$ cat src/rtl/core/sha256_hash_core_macros.svh
// Assertion helpers shared by the hash core modules.
// Each macro expects aclk and aresetn to be visible in the module that uses it.
`ifndef SHA256_HASH_CORE_MACROS_SVH
`define SHA256_HASH_CORE_MACROS_SVH

// Same-cycle implication, checked out of reset.
`define SHA256_ASSERT_IMP(name, ante, cons, msg) \
    name: assert property (@(posedge aclk) disable iff (!aresetn) (ante) |-> (cons)) \
        else $error(msg);

// Next-cycle implication, checked out of reset.
`define SHA256_ASSERT_NEXT(name, ante, cons, msg) \
    name: assert property (@(posedge aclk) disable iff (!aresetn) (ante) |=> (cons)) \
        else $error(msg);

`endif

$ cat src/rtl/core/sha256_pkg.sv
package sha256_pkg;

    // Input beat: one optional message byte plus end marker
    typedef struct packed {
        logic [7:0] data_byte;
        logic       byte_present;
        logic       end_of_message;
    } in_item_t;

    // Output beat: one digest word
    typedef struct packed {
        logic [31:0] digest_word;
        logic [2:0]  word_number;
        logic        last_word;
    } out_item_t;

    // Source of a byte shifted into the block register
    localparam logic [1:0] SRC_DATA = 2'd0;
    localparam logic [1:0] SRC_PAD  = 2'd1;
    localparam logic [1:0] SRC_ZERO = 2'd2;
    localparam logic [1:0] SRC_LEN  = 2'd3;

    localparam logic [7:0] PAD_BYTE   = 8'h80;
    localparam logic [5:0] LAST_POS   = 6'd63;
    localparam logic [5:0] LEN_POS    = 6'd56;
    localparam logic [5:0] LAST_ROUND = 6'd63;
    localparam logic [2:0] LAST_WORD  = 3'd7;

    // Controller to datapath commands
    typedef struct packed {
        logic       push;
        logic [1:0] push_sel;
        logic       latch_len;
        logic       load_work;
        logic       do_round;
        logic       add_chain;
        logic       restart;
        logic [5:0] rnd;
        logic [2:0] out_idx;
    } cmd_t;

    // Datapath to controller status
    typedef struct packed {
        logic [5:0] pos;
    } sts_t;

    typedef logic [0:7][31:0] chain_t;

    localparam chain_t H_INIT = '{
        32'h6a09e667, 32'hbb67ae85, 32'h3c6ef372, 32'ha54ff53a,
        32'h510e527f, 32'h9b05688c, 32'h1f83d9ab, 32'h5be0cd19
    };

    function automatic logic [31:0] rotr(input logic [31:0] x, input int unsigned n);
        return (x >> n) | (x << (32 - n));
    endfunction

    function automatic logic [31:0] big_sig0(input logic [31:0] x);
        return rotr(x, 2) ^ rotr(x, 13) ^ rotr(x, 22);
    endfunction

    function automatic logic [31:0] big_sig1(input logic [31:0] x);
        return rotr(x, 6) ^ rotr(x, 11) ^ rotr(x, 25);
    endfunction

    function automatic logic [31:0] small_sig0(input logic [31:0] x);
        return rotr(x, 7) ^ rotr(x, 18) ^ (x >> 3);
    endfunction

    function automatic logic [31:0] small_sig1(input logic [31:0] x);
        return rotr(x, 17) ^ rotr(x, 19) ^ (x >> 10);
    endfunction

    function automatic logic [31:0] choose(input logic [31:0] e, input logic [31:0] f,
                                           input logic [31:0] g);
        return (e & f) ^ (~e & g);
    endfunction

    function automatic logic [31:0] majority(input logic [31:0] a, input logic [31:0] b,
                                             input logic [31:0] c);
        return (a & b) ^ (a & c) ^ (b & c);
    endfunction

    // Round constants
    function automatic logic [31:0] round_k(input logic [5:0] idx);
        logic [31:0] k;
        case (idx)
            6'd0:  k = 32'h428a2f98;  6'd1:  k = 32'h71374491;
            6'd2:  k = 32'hb5c0fbcf;  6'd3:  k = 32'he9b5dba5;
            6'd4:  k = 32'h3956c25b;  6'd5:  k = 32'h59f111f1;
            6'd6:  k = 32'h923f82a4;  6'd7:  k = 32'hab1c5ed5;
            6'd8:  k = 32'hd807aa98;  6'd9:  k = 32'h12835b01;
            6'd10: k = 32'h243185be;  6'd11: k = 32'h550c7dc3;
            6'd12: k = 32'h72be5d74;  6'd13: k = 32'h80deb1fe;
            6'd14: k = 32'h9bdc06a7;  6'd15: k = 32'hc19bf174;
            6'd16: k = 32'he49b69c1;  6'd17: k = 32'hefbe4786;
            6'd18: k = 32'h0fc19dc6;  6'd19: k = 32'h240ca1cc;
            6'd20: k = 32'h2de92c6f;  6'd21: k = 32'h4a7484aa;
            6'd22: k = 32'h5cb0a9dc;  6'd23: k = 32'h76f988da;
            6'd24: k = 32'h983e5152;  6'd25: k = 32'ha831c66d;
            6'd26: k = 32'hb00327c8;  6'd27: k = 32'hbf597fc7;
            6'd28: k = 32'hc6e00bf3;  6'd29: k = 32'hd5a79147;
            6'd30: k = 32'h06ca6351;  6'd31: k = 32'h14292967;
            6'd32: k = 32'h27b70a85;  6'd33: k = 32'h2e1b2138;
            6'd34: k = 32'h4d2c6dfc;  6'd35: k = 32'h53380d13;
            6'd36: k = 32'h650a7354;  6'd37: k = 32'h766a0abb;
            6'd38: k = 32'h81c2c92e;  6'd39: k = 32'h92722c85;
            6'd40: k = 32'ha2bfe8a1;  6'd41: k = 32'ha81a664b;
            6'd42: k = 32'hc24b8b70;  6'd43: k = 32'hc76c51a3;
            6'd44: k = 32'hd192e819;  6'd45: k = 32'hd6990624;
            6'd46: k = 32'hf40e3585;  6'd47: k = 32'h106aa070;
            6'd48: k = 32'h19a4c116;  6'd49: k = 32'h1e376c08;
            6'd50: k = 32'h2748774c;  6'd51: k = 32'h34b0bcb5;
            6'd52: k = 32'h391c0cb3;  6'd53: k = 32'h4ed8aa4a;
            6'd54: k = 32'h5b9cca4f;  6'd55: k = 32'h682e6ff3;
            6'd56: k = 32'h748f82ee;  6'd57: k = 32'h78a5636f;
            6'd58: k = 32'h84c87814;  6'd59: k = 32'h8cc70208;
            6'd60: k = 32'h90befffa;  6'd61: k = 32'ha4506ceb;
            6'd62: k = 32'hbef9a3f7;  default: k = 32'hc67178f2;
        endcase
        return k;
    endfunction

endpackage

$ cat src/rtl/core/sha256_dp.sv
`include "sha256_hash_core_macros.svh"

module sha256_dp (
    input  logic               aclk,
    input  logic               aresetn,
    input  sha256_pkg::cmd_t   cmd,
    input  logic [7:0]         data_byte,
    output sha256_pkg::sts_t   sts,
    output logic [31:0]        digest_word
);
    import sha256_pkg::*;

    logic [60:0]  cnt_reg,   cnt_next;
    chain_t       chain_reg, chain_next;
    logic [63:0]  len_reg,   len_next;
    logic [511:0] sched_reg, sched_next;
    chain_t       work_reg,  work_next;

    logic [7:0]   push_byte;
    logic [31:0]  w_cur;
    logic [31:0]  w_new;
    logic [31:0]  t1;
    logic [31:0]  t2;

    // Pick the byte to shift in
    always_comb begin
        unique case (cmd.push_sel)
            SRC_DATA: push_byte = data_byte;
            SRC_PAD:  push_byte = PAD_BYTE;
            SRC_ZERO: push_byte = 8'h00;
            SRC_LEN:  push_byte = len_reg[63:56];
            default:  push_byte = 8'h00;
        endcase
    end

    // Schedule word for this round and the word sixteen rounds ahead
    assign w_cur = sched_reg[511:480];
    assign w_new = w_cur + small_sig0(sched_reg[479:448]) + sched_reg[223:192]
                 + small_sig1(sched_reg[63:32]);

    // Round function
    assign t1 = work_reg[7] + big_sig1(work_reg[4])
              + choose(work_reg[4], work_reg[5], work_reg[6]) + round_k(cmd.rnd) + w_cur;
    assign t2 = big_sig0(work_reg[0]) + majority(work_reg[0], work_reg[1], work_reg[2]);

    // Next state of counter and chaining words
    always_comb begin
        cnt_next   = cnt_reg;
        chain_next = chain_reg;
        if (cmd.restart) begin
            cnt_next   = '0;
            chain_next = H_INIT;
        end else begin
            if (cmd.push) begin
                cnt_next = cnt_reg + 61'd1;
            end
            if (cmd.add_chain) begin
                for (int i = 0; i < 8; i++) begin
                    chain_next[i] = chain_reg[i] + work_reg[i];
                end
            end
        end
    end

    // Next state of block, length and working registers
    always_comb begin
        len_next   = len_reg;
        sched_next = sched_reg;
        work_next  = work_reg;
        if (cmd.latch_len) begin
            len_next = {cnt_reg, 3'b000};
        end else if (cmd.push && (cmd.push_sel == SRC_LEN)) begin
            len_next = {len_reg[55:0], 8'h00};
        end
        if (cmd.push) begin
            sched_next = {sched_reg[503:0], push_byte};
        end else if (cmd.do_round) begin
            sched_next = {sched_reg[479:0], w_new};
        end
        if (cmd.load_work) begin
            work_next = chain_reg;
        end else if (cmd.do_round) begin
            work_next = '{t1 + t2, work_reg[0], work_reg[1], work_reg[2],
                          work_reg[3] + t1, work_reg[4], work_reg[5], work_reg[6]};
        end
    end

    always_ff @(posedge aclk) begin
        if (!aresetn) begin
            cnt_reg   <= '0;
            chain_reg <= H_INIT;
        end else begin
            cnt_reg   <= cnt_next;
            chain_reg <= chain_next;
        end
    end

    always_ff @(posedge aclk) begin
        len_reg   <= len_next;
        sched_reg <= sched_next;
        work_reg  <= work_next;
    end

    assign sts.pos     = cnt_reg[5:0];
    assign digest_word = chain_reg[cmd.out_idx];

    `SHA256_ASSERT_NEXT(a_block_wrap, cmd.push && (cnt_reg[5:0] == LAST_POS), cnt_reg[5:0] == 6'd0, "byte position did not wrap after a full block")
    `SHA256_ASSERT_NEXT(a_work_load, cmd.load_work, work_reg == $past(chain_reg), "working registers not loaded from chaining words")
    `SHA256_ASSERT_NEXT(a_restart, cmd.restart, (cnt_reg == 61'd0) && (chain_reg == H_INIT), "restart did not return to the initial value")

endmodule

$ cat src/rtl/core/sha256_ctrl.sv
`include "sha256_hash_core_macros.svh"

module sha256_ctrl (
    input  logic                  aclk,
    input  logic                  aresetn,
    input  logic                  s_valid,
    output logic                  s_ready,
    input  logic                  byte_present,
    input  logic                  end_of_message,
    output logic                  m_valid,
    input  logic                  m_ready,
    output logic [2:0]            word_number,
    output logic                  last_word,
    input  sha256_pkg::sts_t      sts,
    output sha256_pkg::cmd_t      cmd
);
    import sha256_pkg::*;

    localparam logic [2:0] ST_IDLE  = 3'd0;
    localparam logic [2:0] ST_PAD80 = 3'd1;
    localparam logic [2:0] ST_ZERO  = 3'd2;
    localparam logic [2:0] ST_LEN   = 3'd3;
    localparam logic [2:0] ST_LOAD  = 3'd4;
    localparam logic [2:0] ST_COMP  = 3'd5;
    localparam logic [2:0] ST_ADD   = 3'd6;
    localparam logic [2:0] ST_OUT   = 3'd7;

    // What follows a compression
    localparam logic [1:0] PH_DATA  = 2'd0;
    localparam logic [1:0] PH_PAD   = 2'd1;
    localparam logic [1:0] PH_FINAL = 2'd2;

    logic [2:0] state_reg, state_next;
    logic [1:0] phase_reg, phase_next;
    logic       pend_reg,  pend_next;
    logic [5:0] rnd_reg,   rnd_next;
    logic [2:0] idx_reg,   idx_next;

    always_comb begin
        state_next = state_reg;
        phase_next = phase_reg;
        pend_next  = pend_reg;
        rnd_next   = rnd_reg;
        idx_next   = idx_reg;
        s_ready    = 1'b0;
        m_valid    = 1'b0;
        cmd        = '0;
        cmd.rnd     = rnd_reg;
        cmd.out_idx = idx_reg;

        unique case (state_reg)
            ST_IDLE: begin
                s_ready = 1'b1;
                if (s_valid) begin
                    if (byte_present) begin
                        cmd.push     = 1'b1;
                        cmd.push_sel = SRC_DATA;
                        if (sts.pos == LAST_POS) begin
                            state_next = ST_LOAD;
                            phase_next = PH_DATA;
                            pend_next  = end_of_message;
                        end else if (end_of_message) begin
                            state_next = ST_PAD80;
                        end
                    end else if (end_of_message) begin
                        state_next = ST_PAD80;
                    end
                end
            end
            ST_PAD80: begin
                // capture bit length, then append the marker byte
                cmd.latch_len = 1'b1;
                cmd.push      = 1'b1;
                cmd.push_sel  = SRC_PAD;
                if (sts.pos == LAST_POS) begin
                    state_next = ST_LOAD;
                    phase_next = PH_PAD;
                end else begin
                    state_next = ST_ZERO;
                end
            end
            ST_ZERO: begin
                if (sts.pos == LEN_POS) begin
                    state_next = ST_LEN;
                end else begin
                    cmd.push     = 1'b1;
                    cmd.push_sel = SRC_ZERO;
                    if (sts.pos == LAST_POS) begin
                        state_next = ST_LOAD;
                        phase_next = PH_PAD;
                    end
                end
            end
            ST_LEN: begin
                cmd.push     = 1'b1;
                cmd.push_sel = SRC_LEN;
                if (sts.pos == LAST_POS) begin
                    state_next = ST_LOAD;
                    phase_next = PH_FINAL;
                end
            end
            ST_LOAD: begin
                cmd.load_work = 1'b1;
                rnd_next      = '0;
                state_next    = ST_COMP;
            end
            ST_COMP: begin
                cmd.do_round = 1'b1;
                rnd_next     = rnd_reg + 6'd1;
                if (rnd_reg == LAST_ROUND) begin
                    state_next = ST_ADD;
                end
            end
            ST_ADD: begin
                cmd.add_chain = 1'b1;
                case (phase_reg)
                    PH_DATA:  state_next = pend_reg ? ST_PAD80 : ST_IDLE;
                    PH_PAD:   state_next = ST_ZERO;
                    default: begin
                        state_next = ST_OUT;
                        idx_next   = '0;
                    end
                endcase
                pend_next = 1'b0;
            end
            ST_OUT: begin
                m_valid = 1'b1;
                if (m_ready) begin
                    if (idx_reg == LAST_WORD) begin
                        cmd.restart = 1'b1;
                        state_next  = ST_IDLE;
                    end else begin
                        idx_next = idx_reg + 3'd1;
                    end
                end
            end
            default: state_next = ST_IDLE;
        endcase
    end

    always_ff @(posedge aclk) begin
        if (!aresetn) begin
            state_reg <= ST_IDLE;
            phase_reg <= PH_DATA;
            pend_reg  <= 1'b0;
            rnd_reg   <= '0;
            idx_reg   <= '0;
        end else begin
            state_reg <= state_next;
            phase_reg <= phase_next;
            pend_reg  <= pend_next;
            rnd_reg   <= rnd_next;
            idx_reg   <= idx_next;
        end
    end

    assign word_number = idx_reg;
    assign last_word   = (idx_reg == LAST_WORD);

    `SHA256_ASSERT_IMP(a_no_overlap, 1'b1, !(s_ready && m_valid), "input and output open together")
    `SHA256_ASSERT_NEXT(a_round_step, (state_reg == ST_COMP) && (rnd_reg != LAST_ROUND), (state_reg == ST_COMP) && (rnd_reg == $past(rnd_reg) + 6'd1), "round counter skipped")
    `SHA256_ASSERT_NEXT(a_final_out, (state_reg == ST_ADD) && (phase_reg == PH_FINAL), (state_reg == ST_OUT) && (idx_reg == 3'd0), "final compression did not start the digest")

endmodule

$ cat src/rtl/core/sha256_hash_core.sv
// SHA-256 stream hasher.
// Input channel (s_valid/s_ready/s_data): one beat per item; a beat may carry
// one message byte (byte_present) and/or close the message (end_of_message).
// A beat with neither flag set is dropped. An end beat with no byte before it
// hashes the empty message.
// Output channel (m_valid/m_ready/m_data): eight digest words per message,
// word 0 first, last_word set on word 7.
// Flow: a byte beat is taken while idle; every 64th byte also runs one block
// compression (load, 64 rounds, chain add) during which s_ready is low. An
// end beat pads one byte per cycle up to the length field (except while a
// compression runs, and with one idle step just before the length bytes),
// runs one or two compressions, then presents the digest from the chaining
// registers.
// The rate is set by the single round unit, which does one round per cycle.
// If the receiver stalls, the current word holds and no input is taken until
// the eighth word is accepted; then the core returns to the initial value.
// Reset (aresetn low, synchronous) loads the initial value, clears the byte
// count and returns to idle, ready for a new message.
module sha256_hash_core (
    input  logic                   aclk,
    input  logic                   aresetn,
    input  logic                   s_valid,
    output logic                   s_ready,
    input  sha256_pkg::in_item_t   s_data,
    output logic                   m_valid,
    input  logic                   m_ready,
    output sha256_pkg::out_item_t  m_data
);
    import sha256_pkg::*;

    cmd_t        cmd;
    sts_t        sts;
    logic [31:0] digest_word;
    logic [2:0]  word_number;
    logic        last_word;

    sha256_ctrl u_ctrl (
        .aclk           (aclk),
        .aresetn        (aresetn),
        .s_valid        (s_valid),
        .s_ready        (s_ready),
        .byte_present   (s_data.byte_present),
        .end_of_message (s_data.end_of_message),
        .m_valid        (m_valid),
        .m_ready        (m_ready),
        .word_number    (word_number),
        .last_word      (last_word),
        .sts            (sts),
        .cmd            (cmd)
    );

    sha256_dp u_dp (
        .aclk        (aclk),
        .aresetn     (aresetn),
        .cmd         (cmd),
        .data_byte   (s_data.data_byte),
        .sts         (sts),
        .digest_word (digest_word)
    );

    // Pack the result beat
    assign m_data.digest_word = digest_word;
    assign m_data.word_number = word_number;
    assign m_data.last_word   = last_word;

endmodule

$ cat config.mk
export PLATFORM = sky130hd
export DESIGN_NAME = sha256_hash_core
export DESIGN_NICKNAME = d
export VERILOG_FILES = /design/src/rtl/core/sha256_pkg.sv /design/src/rtl/core/sha256_dp.sv /design/src/rtl/core/sha256_ctrl.sv /design/src/rtl/core/sha256_hash_core.sv
export VERILOG_INCLUDE_DIRS = /design/src /design/src/rtl/core
export SDC_FILE = /design/constraint.sdc
export NUM_CORES = 2
export LEC_CHECK = 0
export ABC_AREA = 1
export BUFFER_PORTS_ARGS = -buffer_cell sky130_fd_sc_hd__buf_4
export CAP_MARGIN = 20
export CORE_UTILIZATION = 25
export CTS_CLUSTER_DIAMETER = 80
export DETAILED_ROUTE_END_ITERATION = 10
export HOLD_SLACK_MARGIN = 0.12
export PLACE_DENSITY = 0.37
export SLEW_MARGIN = 25
export SYNTH_ARGS = -nofsm -noshare
export SYNTH_HDL_FRONTEND = slang
export SYNTH_SLANG_ARGS = --single-unit
$ cat constraint.sdc
create_clock -name aclk -period 16 [get_ports aclk]
set_clock_uncertainty 0.15 [all_clocks]
set_input_delay 0.8 -clock aclk [delete_from_list [all_inputs] [get_ports aclk]]
set_output_delay 0.8 -clock aclk [all_outputs]
set_load 0.02 [all_outputs]
Word-level counts from Yosys, hierarchy flattened:

Memories as Yosys holds them, arrays and structs flattened. A register that Yosys moved wholly into a read port is not among the register bits.
Cells that the tools add are included.

* $add $sub $neg: 21
* $mul: 0
* divide/modulo/power cells: 0
* $lt $le $gt $ge: 1
* eq/ne operators: 25
* shift operators: 0
* mux-type cells: 54
* bitwise logic cells: 29
* reductions and logical operators: 17

Operator list (count)
* $mux 512: 2
* $add 32x32->32: 18
* $mux 256: 2
* $xor 32x32->32: 9
* $and 32x32->32: 5
* $mux 64: 2
* $bmux 32 s3: 1
* $mux 32: 2
* $add 61x1->61 const B: 1
* $mux 3: 16
* $not 32->32: 1
* $or 10x32->32: 1
* $or 13x32->32: 1
* $or 14x32->32: 1
* $or 15x32->32: 1
* $or 19x32->32: 1
* $or 21x32->32: 1
* $or 25x32->32: 1
* $or 26x32->32: 1
* $or 30x32->32: 1
* $or 7x32->32: 1
* $pmux 8 s4: 1
* $xor 32x22->32: 1
* $xor 32x29->32: 1
* other kinds (30): 75

* register bits: 1161
* latch bits: 0
* memory bits (writable): 0
* memory bits (read-only): 2048
* bits of input ports: 14
* output and inout bits: 38
* logic and storage cells: 172
* memories: 1

Memory list
* (name not given): depth 64, bits a word 32, rd ports 1, clocked after memory_dff 1, write ports 0, line sha256_pkg.sv:87 `case (idx)`

Logic depth before layout (Yosys ltp):

* word-level depth: 10
* gate-level depth with buffers: 34
* gate-level depth less buffers: 34

Cells and area by module:

A second synthesis with hierarchy kept.

* cells, all modules: 11238
* area, all modules: 83287.4 sq um

By module, submodules not included
* sha256_dp: times used 1, cells each 11086, area each 82282.7 sq um, sequential area each 31240.0 sq um
* sha256_ctrl: times used 1, cells each 151, area each 997.2 sq um, sequential area each 300.3 sq um
* sha256_hash_core: times used 1, cells each 1, area each 7.5 sq um, sequential area each 0.0 sq um

Worst setup path before layout:

Ideal clock, no wire load.

* path type: register to register
* start: register u_ctrl.state_reg[0]
* end: register u_dp.sched_reg[0], enable pin
* setup time: 901 ps
* data arrival time: 14645 ps
* required time: 14949 ps
* path slack: 305 ps
* stages on the path, launching flop included: 10
* path buffers: 3
* clock period less this slack: 15695 ps
* cells stage by stage: dfxtp_1 -> buf_4 -> inv_1 -> nor2_1 -> a21oi_4 -> nand2_2 -> inv_2 -> buf_2 -> buf_1 -> nand2_1

* word-level cells in the longest chain between the ends: 3
* elaborated cells between the ends (all ways): 8
* classes of those cells: eq/ne: 4; mux: 2; reduce/logical: 2

Ends and longest elaborated chain
* start: declaration: line sha256_ctrl.sv:33 `logic [2:0] state_reg, state_next;`
* start signal: assignment: line sha256_ctrl.sv:149 `state_reg <= state_next;`
* $eq 3x2->1 (tied with other cells): line sha256_ctrl.sv:51 `unique case (state_reg)`
* $pmux 3 s4 / $mux 1 (equally long branches): line sha256_ctrl.sv:51
* $reduce_bool 2->1 (no source line) *
* end signal: assignment: line sha256_dp.sv:100 `sched_reg <= sched_next;`
* end: declaration: line sha256_dp.sv:16 `logic [511:0] sched_reg, sched_next;`

Every way passes the cells marked *; elsewhere a longest branch is shown, timed or not.
A chain may end at the register's enable or synchronous reset.

==> run metrics <==
worst min-delay path class=input port to flop; detailed router's first-iteration violation count=7095; die span in x=581 um; antenna violations before repair=16; largest delay contributor family on the critical path=adder cells; worst-case setup margin in the final layout=8.21 ns; Hold Path Stages=3; row count=212; total vias in the final route=76500; element type at the critical path end=flop; critical path startpoint category=flop; Worst Path Class, Setup=flop to flop; Reg2Reg Depth=28; Routed wire per std cell=25.2 um; gr usage total=22.5%; share of synthesized area occupied by flip-flops and latches=38.4%; Async SR Flop Fraction=0%; part of the cycle the worst path needs=48.7%; endpoints failing hold=0; run status=finished, final reports clean; H-tree levels=4; post-route core utilization=28.2%; number of clock buffers inserted by TritonCTS=171; CTS Buffer Depth=4; Total Routed Length=391 mm; met3 wire len=18.4 mm; number of nets produced by synthesis=11700; Gates resized, CTS repair=0; number of buffers and inverters on the critical path=3; summed instance area of the synthesized netlist=0.0838 mm2; highest routed metal layer=met5; DRC violation count after routing=0; leading cell type in the layout, fill and taps excluded=sky130_fd_sc_hd__nand2_1; die boundary height=581 um; Worst-Skew Late Latency=0.90 ns; highest clock frequency the design can meet=0.128 GHz; Antenna Nets Post-Route=0; top library cells by usage in the layout, fill and taps aside=3403 x sky130_fd_sc_hd__nand2_1, 1289 x sky130_fd_sc_hd__inv_1, 907 x sky130_fd_sc_hd__o21ai_0; clock transition at the registers of the reported paths=0.06 ns; Max-cap violations=0; biggest fanout along the worst timing path=6; transition time at the pin with the least slew margin=1.27 ns; wire length of the first global-routing pass=555 mm; maximum number of pins on one net before global-route repair=235; YS warnings=0; fraction of layout cells with a size suffix above 1=4.34%; Setup Total Neg Slack=0 ns; worst setup slack after placement=8.38 ns; worst hold slack across all endpoints=0.202 ns; Pre-antenna DRT Iters=9; count of buffers added by post-CTS timing repair for setup=0; average cell area after synthesis=7.55 um2; nets@finish=11600; Gate Count Post-Synth=11100; layout overhead on the synthesized area=12.3%; Stages on worst setup path=28; library cell appearing most often on the critical path=sky130_fd_sc_hd__nand2_1; number of vias per cell=4.94; full die area=0.338 mm2; Worst EP arrival=8.27 ns; clk sink count=1193; Post-synth EDFFs=829; initial core utilization=25.1%; Top Ports=52; overall overflow remaining after global route=0; Required @ worst endpoint=16.48 ns; routed length on met1=186 mm; remaining max-slew budget at the tightest pin=14.5%; Finish-stage setup viols=0; stage delay of the slowest cell on the critical path=0.85 ns; IO Port Bufs=51; unrepaired setup endpoints after global routing=no; placed wire-length estimate=303 mm; final RePlAce weighted congestion=0.956; most used flip-flop cell after synthesis=sky130_fd_sc_hd__edfxtp_1; CTS root buf=sky130_fd_sc_hd__clkbuf_16; Largest register FFs=512; number of synthesized register bits=1193; final-report max-slew violation count=0; core area=0.334 mm2; routed wl met2=172 mm; unique cell type count in the Yosys netlist=60; clock period minus worst slack=7.79 ns; hold buffer count at CTS=7; CTS tree=done; via count of the first global-routing pass=75300; master of the slowest instance on the critical path=sky130_fd_sc_hd__edfxtp_1
==> cell usage after synthesis (all sizes together) (103+ instances only) <==
library cell | number | area [um2]
a21oi | 844 | 4250
buf | 137 | 691
clkbuf | 334 | 1250
dfxtp | 364 | 7290
edfxtp | 829 | 24900
fa | 195 | 3900
ha | 393 | 4920
inv | 1311 | 4920
nand2 | 3420 | 12900
nand3 | 503 | 2530
nor2 | 660 | 2530
o211ai | 103 | 773
o21ai | 935 | 4690
xnor2 | 182 | 1590
xor2 | 236 | 2070
==> per-layer routing <==
layer	up-vias	track usage, %
li1	36300	-
met1	37600	32.0
met2	2164	35.4
met3	447	2.43
met4	8	7.39
met5	-	0
==> worst register-to-register path, delay by kind of cell (launching register included) <==
family / cells / cell delay (ns)
fa+ha+maj: 6 / 2.75
compound gates: 7 / 2.01
xor+xnor: 3 / 0.86
flops: 1 / 0.85
simple gates: 9 / 0.78
buf+inv: 3 / 0.16
==> worst paths after layout <==
check                 startpoint  slack, ns             endpoint
max reg2reg   u_dp.work_reg[112]       8.21   u_dp.work_reg[253]
min                    s_data[9]       0.20    u_dp.sched_reg[7]
min reg2reg  u_ctrl.phase_reg[0]       0.33  u_ctrl.phase_reg[0]
max           u_dp.work_reg[112]       8.21   u_dp.work_reg[253]
==> area by class of cell <==
cell class	instances	area (um2)
antenna	5	12.5
clock buffer	231	4680
clock inverter	81	771
fill	36600	239000
inverter	1314	4960
multi-input combinational	8133	44900
sequential	1193	32200
tap	4387	5490
timing repair buffer	139	1220
==> cell families after synthesis <==
logic type	synth area share, %
compound gates	14.4
xor+xnor	4.37
fa+ha+maj	10.8
buf+inv	8.20
flops	38.4
mux	0.361
simple gates	23.5
==> through the flow <==
| stage | area (um2) | cells |
|---|---|---|
| final | 94200 | 15500 |
| after global routing | 94200 | 15500 |
| after CTS | 94100 | 15500 |
| after detailed placement | 88600 | 15200 |
| after global placement | 88500 | 15200 |
| after floorplan | 83800 | 11100 |
Power is left out: the tool's default activity adds up to more than one toggle a clock period on the data nets, which glitch-free logic cannot reach.
